--- config.mk ---
export PLATFORM = sky130hd
export DESIGN_NAME = float32_to_fp8_e4m3_encoder
export DESIGN_NICKNAME = d
export VERILOG_FILES = /design/src/design/f8e4m3_pkg.sv /design/src/design/f8e4m3_classify.sv /design/src/design/f8e4m3_round.sv /design/src/design/f8e4m3_pack.sv /design/src/design/float32_to_fp8_e4m3_encoder.sv
export SDC_FILE = /design/constraint.sdc
export NUM_CORES = 1
export LEC_CHECK = 0
export BUFFER_PORTS_ARGS = -buffer_cell sky130_fd_sc_hd__buf_4
export CAP_MARGIN = 10
export CELL_PAD_IN_SITES_DETAIL_PLACEMENT = 1
export CELL_PAD_IN_SITES_GLOBAL_PLACEMENT = 1
export CORE_MARGIN = 2
export CORE_UTILIZATION = 30
export DETAILED_ROUTE_END_ITERATION = 6
export GPL_ROUTABILITY_DRIVEN = 0
export PLACE_DENSITY = 0.62
export SLEW_MARGIN = 5
export SYNTH_ARGS = -nofsm -noshare
export SYNTH_HDL_FRONTEND = slang
export SYNTH_SLANG_ARGS = --single-unit
--- constraint.sdc ---
create_clock -name clk -period 4.11 [get_ports clk]
set_input_delay 0.822 -clock clk [delete_from_list [all_inputs] [get_ports clk]]
set_output_delay 0.822 -clock clk [all_outputs]
set_load 0.02 [all_outputs]
--- src/design/f8e4m3_pkg.sv ---
`timescale 1ns / 1ps
// ----------------------------------------------------------------------------
// f8e4m3_pkg
// Shared types and constants for the binary32 to FP8 E4M3 encoder.
// ----------------------------------------------------------------------------
package f8e4m3_pkg;

	localparam logic [6:0]  SAT_MAG    = 7'h7e;
	localparam logic [30:0] MAG_448    = 31'h43e00000;
	localparam logic [7:0]  EXP_MIN_N  = 8'd121;
	localparam logic [7:0]  EXP_SUB_LIM = 8'd141;

	typedef enum logic [1:0] {
		KIND_NORM = 2'd0,
		KIND_SUB  = 2'd1,
		KIND_SAT  = 2'd2,
		KIND_ZERO = 2'd3
	} kind_t;

	// classified beat leaving stage 1
	typedef struct packed {
		logic        sign;
		logic        nan;
		kind_t       kind;
		logic [4:0]  shift;  // right shift amount, 21..24 (subnormal)
		logic [23:0] mant;
		logic [3:0]  exp4;   // biased E4M3 exponent (normal)
	} cls_t;

	// rounded beat leaving stage 2
	typedef struct packed {
		logic        sign;
		logic        nan;
		kind_t       kind;
		logic [4:0]  k;      // rounded significand or subnormal count
		logic [3:0]  exp4;
	} rnd_t;

endpackage

--- src/design/f8e4m3_classify.sv ---
`timescale 1ns / 1ps
// ----------------------------------------------------------------------------
// f8e4m3_classify
// Stage 1: decode binary32 fields, flag NaN, sort into saturate, zero, subnormal, normal.
// ----------------------------------------------------------------------------
module f8e4m3_classify (
	input  logic                 clk,
	input  logic                 arst_n,
	input  logic                 en,
	input  logic                 vin,
	input  logic [31:0]          bits,
	output logic                 vout,
	output f8e4m3_pkg::cls_t     cls_s1
);

	f8e4m3_pkg::cls_t c;
	logic [7:0] ex;
	logic [22:0] fr;
	logic [7:0] e_eff;
	logic [7:0] sh;

	always_comb begin
		ex = bits[30:23];
		fr = bits[22:0];
		e_eff = (ex == 8'd0) ? 8'd1 : ex;
		sh = f8e4m3_pkg::EXP_SUB_LIM - e_eff;
		c.sign = bits[31];
		c.nan = (ex == 8'hff) && (fr != 23'd0);
		c.mant = {(ex != 8'd0), fr};
		c.shift = sh[4:0];
		c.exp4 = 4'(ex - 8'd120);
		if (bits[30:0] > f8e4m3_pkg::MAG_448)
			c.kind = f8e4m3_pkg::KIND_SAT;
		else if (ex >= f8e4m3_pkg::EXP_MIN_N)
			c.kind = f8e4m3_pkg::KIND_NORM;
		else if (sh >= 8'd25)
			c.kind = f8e4m3_pkg::KIND_ZERO;
		else
			c.kind = f8e4m3_pkg::KIND_SUB;
		if (c.kind == f8e4m3_pkg::KIND_NORM)
			c.shift = 5'd20;
	end

	always_ff @(posedge clk or negedge arst_n) begin
		if (!arst_n)
			vout <= 1'b0;
		else if (en)
			vout <= vin;
	end

	always_ff @(posedge clk) begin
		if (en)
			cls_s1 <= c;
	end

endmodule

--- src/design/f8e4m3_round.sv ---
`timescale 1ns / 1ps
// ----------------------------------------------------------------------------
// f8e4m3_round
// Stage 2: variable right shift with round to nearest, ties to even.
// ----------------------------------------------------------------------------
module f8e4m3_round (
	input  logic                 clk,
	input  logic                 arst_n,
	input  logic                 en,
	input  logic                 vin,
	input  f8e4m3_pkg::cls_t     cls_s1,
	output logic                 vout,
	output f8e4m3_pkg::rnd_t     rnd_s2
);

	f8e4m3_pkg::rnd_t r;
	logic [23:0] q;
	logic [23:0] rem;
	logic [23:0] half;
	logic [23:0] kq;

	always_comb begin
		q = cls_s1.mant >> cls_s1.shift;
		rem = cls_s1.mant & ((24'd1 << cls_s1.shift) - 24'd1);
		half = 24'd1 << (cls_s1.shift - 5'd1);
		kq = q + 24'((rem > half) || ((rem == half) && q[0]));
		r.sign = cls_s1.sign;
		r.nan = cls_s1.nan;
		r.kind = cls_s1.kind;
		r.exp4 = cls_s1.exp4;
		r.k = kq[4:0]; // at most 16 for in-range shifts
	end

	always_ff @(posedge clk or negedge arst_n) begin
		if (!arst_n)
			vout <= 1'b0;
		else if (en)
			vout <= vin;
	end

	always_ff @(posedge clk) begin
		if (en)
			rnd_s2 <= r;
	end

endmodule

--- src/design/f8e4m3_pack.sv ---
`timescale 1ns / 1ps
// ----------------------------------------------------------------------------
// f8e4m3_pack
// Stage 3: mantissa carry, final saturation and code assembly.
// ----------------------------------------------------------------------------
module f8e4m3_pack (
	input  logic                 clk,
	input  logic                 arst_n,
	input  logic                 en,
	input  logic                 vin,
	input  f8e4m3_pkg::rnd_t     rnd_s2,
	output logic                 vout,
	output logic [7:0]           code_s3
);

	logic [7:0] c;
	logic [4:0] e;
	logic [2:0] m;

	always_comb begin
		e = {1'b0, rnd_s2.exp4};
		m = rnd_s2.k[2:0];
		if (rnd_s2.k[4]) begin
			e = e + 5'd1;
			m = 3'd0;
		end
		case (rnd_s2.kind)
			f8e4m3_pkg::KIND_SAT:  c = {rnd_s2.sign, f8e4m3_pkg::SAT_MAG};
			f8e4m3_pkg::KIND_ZERO: c = {rnd_s2.sign, 7'd0};
			f8e4m3_pkg::KIND_SUB:  c = {rnd_s2.sign, 3'd0, rnd_s2.k[3:0]};
			default: begin
				if (e > 5'd15 || (e == 5'd15 && m == 3'd7))
					c = {rnd_s2.sign, f8e4m3_pkg::SAT_MAG};
				else
					c = {rnd_s2.sign, e[3:0], m};
			end
		endcase
		if (rnd_s2.nan)
			c = 8'h00;
	end

	always_ff @(posedge clk or negedge arst_n) begin
		if (!arst_n)
			vout <= 1'b0;
		else if (en)
			vout <= vin;
	end

	always_ff @(posedge clk) begin
		if (en)
			code_s3 <= c;
	end

endmodule

--- src/design/float32_to_fp8_e4m3_encoder.sv ---
`timescale 1ns / 1ps
// ----------------------------------------------------------------------------
// float32_to_fp8_e4m3_encoder
// Streaming binary32 to FP8 E4M3 converter, RNE, saturating.
// ----------------------------------------------------------------------------
// One beat in, one beat out, one beat per cycle sustained while the output is
// not stalled. Each beat passes through the classify, round and pack register
// stages. They advance together whenever the output register is empty or
// being drained, so a stall holds every beat in place.
module float32_to_fp8_e4m3_encoder (
	input  logic        clk,
	input  logic        arst_n,
	input  logic        s_tvalid,
	output logic        s_tready,
	input  logic [31:0] s_tdata,   // [31:0] value_bits
	output logic        m_tvalid,
	input  logic        m_tready,
	output logic [7:0]  m_tdata    // [7:0] fp8_code
);

	logic en;
	logic v1, v2;
	f8e4m3_pkg::cls_t cls_s1;
	f8e4m3_pkg::rnd_t rnd_s2;

	assign en = !m_tvalid || m_tready;
	assign s_tready = en;

	f8e4m3_classify u_cls (
		.clk(clk), .arst_n(arst_n), .en(en), .vin(s_tvalid),
		.bits(s_tdata), .vout(v1), .cls_s1(cls_s1)
	);

	f8e4m3_round u_rnd (
		.clk(clk), .arst_n(arst_n), .en(en), .vin(v1),
		.cls_s1(cls_s1), .vout(v2), .rnd_s2(rnd_s2)
	);

	f8e4m3_pack u_pck (
		.clk(clk), .arst_n(arst_n), .en(en), .vin(v2),
		.rnd_s2(rnd_s2), .vout(m_tvalid), .code_s3(m_tdata)
	);

	// a NaN beat must come out as unsigned zero
	a_nan_zero: assert property (@(posedge clk) disable iff (!arst_n)
		(en && v2 && rnd_s2.nan) |=> (m_tdata == 8'h00))
		else $error("NaN not encoded as zero");

	// stall freezes the output stage
	a_hold: assert property (@(posedge clk) disable iff (!arst_n)
		(m_tvalid && !m_tready) |=> (m_tvalid && $stable(m_tdata)))
		else $error("output changed under stall");

	// saturated beats carry the max magnitude code
	a_sat: assert property (@(posedge clk) disable iff (!arst_n)
		(en && v2 && !rnd_s2.nan && rnd_s2.kind == f8e4m3_pkg::KIND_SAT)
		|=> (m_tdata[6:0] == f8e4m3_pkg::SAT_MAG))
		else $error("saturation code wrong");

endmodule
==> flow_summary.json <==
{
  "ctsHoldBuffers": 0,
  "end_kind": "flop",
  "cts.reportedPaths.clkPinSlew_ns": 0.05,
  "regArea_um2": 1820,
  "grt_pass1_wl_mm": 20.9,
  "antenna_cells": 0,
  "period_needed_ns": 3.94,
  "final_common_cell": "buf_4",
  "syn_inst": 456,
  "synth_area_um2": 4550,
  "ant_nets": 0,
  "dr.pass1.iters": 4,
  "synth_seq_cells": 61,
  "finalPower_mw": 2.69,
  "num_rows": 45,
  "clk_path_buf_depth": 2,
  "yosys_warnings": 0,
  "worstMarginPinSlew_ns": 0.757,
  "final_cell_mix": "66 x buf_4, 58 x edfxtp_1, 56 x nand2_1, 31 x nor2_1, 28 x ha_1",
  "peakVddDrop_uv": 357,
  "area_growth_syn_to_layout_pct": 20.5,
  "multi_input_area_um2": 2600,
  "synthFlopType": "edfxtp_1",
  "critPathKind": "reg2reg",
  "avgSynthCellArea_um2": 9.98,
  "p_leak_nw": 2.12,
  "dpl_cell_area_um2": 5140,
  "grt_max_degree": 62,
  "cp.required_ns": 4.19,
  "crit_arrival_ns": 4.02,
  "die_h_um": 127,
  "outcome": "finished, final reports clean",
  "path_cells": "or2_2 -> nor2_2 -> nand2_1 -> ha_4 -> and2_1 -> nor2_1 -> o21ai_0 -> a21oi_1 -> nor2b_1 -> ha_1 -> nand4_1 -> or3_4 -> nor2_2 -> o21ai_0 -> o22ai_1 -> o21a_1 -> ha_2 -> ha_4 -> nand3_2 -> xor2_1",
  "htreeDepth": 3,
  "crit_path_start_kind": "flop",
  "pin_count": 46,
  "async_reset_ff_frac": 0.0492,
  "antenna_found_initial": 0,
  "grt-ovfl-total": 0,
  "hold_viol": 0,
  "hpwl_mm": 10.4,
  "cts.sinks": 61,
  "fin_setup_tns_ns": 0,
  "synth_edf_count": 58,
  "numCtsBuffers": 9,
  "post-route-drc-count": 0,
  "drive_gt1_frac": 0.246,
  "layout.cells.non_filler": 697,
  "ff2ff_path_depth": 20,
  "cpPeakStageDelay_ns": 0.40,
  "post-route-period-util": 0.958,
  "routed_wl_mm": 13.4,
  "initial_core_util": 0.303,
  "die_x_um": 127,
  "finalSetupViolations": 0,
  "skew_ns": 0.00583,
  "wire_per_inst_um": 19.3,
  "drtIter0Drc": 179,
  "drv_cap": 0,
  "drt-vias-per-instance": 5.44,
  "critical_path.max_fanout": 7,
  "hold_path.class": "in2async",
  "ys_types": 61,
  "ys_seq_area_frac": 0.399,
  "fillers": 1673,
  "root_buffer": "clkbuf_16",
  "place_inst": 678,
  "synth_nets": 523,
  "cp_slowest_cell": "edfxtp_1",
  "grt_pass1_vias": 3821,
  "fp.coreArea_um2": 15000,
  "drv_slew": 0,
  "track_usage": 0.171,
  "pwr_density_cell_nw_per_um2": 491,
  "max_freq_mhz": 254,
  "fin_area_um2": 5490,
  "num_vias": 3792,
  "maxSlewHeadroom": 0.495,
  "cts_tree": "yes",
  "clk_latency_ns": 0.33,
  "portBuffers": 45,
  "nets": 571,
  "fp.dieArea_um2": 16200
}
## worst max-delay path: cells and delay by family, from the launching register on
kind / cells / cell delay (ns)
DFF: 1 / 0.40
and+or+nand+nor: 10 / 1.61
xor gates and xnor gates: 1 / 0.15
AOI/OAI and AO/OA: 5 / 0.66
adders and majority gates: 4 / 0.86
## synthesized netlist by cell type (all sizes together), types with 2 or more instances
cell,n,area share
edfxtp,58,0.38
nand4,10,0.014
a21oi,24,0.028
nor3,13,0.017
o31ai,3,0.0060
a2111oi,3,0.0071
dfrtp,3,0.016
xor2,6,0.012
clkbuf,14,0.012
buf,17,0.026
nor2,33,0.027
o21ai,22,0.026
mux2,13,0.035
o211ai,3,0.0049
and3,5,0.0069
nor4,7,0.011
nand3,13,0.016
inv,6,0.0049
or4,2,0.0033
o21bai,3,0.0049
nor2b,16,0.022
a21o,9,0.015
o22ai,4,0.0055
a31oi,4,0.0055
or2,4,0.0055
nand2b,5,0.0069
ha,31,0.085
xnor2,5,0.0096
and2,10,0.014
mux2i,19,0.042
nor3b,3,0.0049
nand2,57,0.048
o21a,3,0.0049
a211oi,7,0.012
a21boi,5,0.0082
mux4,7,0.035
## registers in the layout, summed over array words and instances (netlist names)
register,count
u_cls.cls_s1,37
u_rnd.rnd_s2,13
u_pck.code_s3,8
u_cls.vout,1
u_pck.vout,1
u_rnd.vout,1
## metal layers
| layer | vias up | GRT usage | wire [um] |
|---|---|---|---|
| met5 | - | 0 | 0 |
| met4 | 0 | 0.0782 | 360 |
| met3 | 28 | 0.0289 | 484 |
| met2 | 85 | 0.273 | 6490 |
| met1 | 1875 | 0.227 | 6100 |
| li1 | 1804 | - | - |
## logic make-up (layout without fill, tap and decap cells)
group,Yosys count,count (layout),synth area share
AND/OR/NAND/NOR,180,180,0.199
AO/OA/AOI/OAI,97,97,0.141
flip-flops,61,61,0.399
multiplexers,39,39,0.112
buffers and inverters,37,90,0.0423
adder cells (fa/ha/maj),31,31,0.0852
XOR/XNOR,11,11,0.0212
## where the power goes
part / internal [mW] / total (mW) / switching [mW]
Clock: 0.464 / 0.736 / 0.272
Sequential: 0.849 / 0.948 / 0.0984
Combinational: 0.433 / 1.01 / 0.575
## worst paths after layout
kind | to | start | slack (ns)
max reg2reg | u_rnd.rnd_s2[8] | u_cls.cls_s1[31] | 0.17
max in group asynchronous | u_cls.vout | arst_n | 3.75
min reg2reg | u_rnd.rnd_s2[11] | u_cls.cls_s1[35] | 0.42
min | u_pck.vout | arst_n | 0.27
max | u_rnd.rnd_s2[8] | u_cls.cls_s1[31] | 0.17
min in group clk | u_rnd.rnd_s2[11] | u_cls.cls_s1[35] | 0.42
## stage by stage
| stage | hold WS [ns] | setup slack [ns] | util |
|---|---|---|---|
| floorplan | 0.400 | 0.0200 | - |
| global placement | 0.403 | 0.221 | 0.342 |
| detailed placement | 0.413 | 0.0931 | 0.342 |
| CTS | 0.248 | 0.0819 | 0.361 |
| global route | 0.255 | -0.0193 | 0.365 |
| finish | 0.265 | 0.173 | 0.365 |
## final cells by class
| cell class | count | share of cell area |
|---|---|---|
| clock buffer | 9 | 0.0411 |
| clock inverter | 7 | 0.0119 |
| timing repair buffer | 68 | 0.0949 |
| inverter | 6 | 0.00411 |
| tap | 188 | 0.0429 |
| sequential | 61 | 0.331 |
| multi-input combinational | 358 | 0.474 |
## timing repair
action,CTS,global route
setup endpoints to repair,0,4
setup buffers,0,3
resized for setup,0,7
No activity file was read; power rests on OpenSTA's default activity.
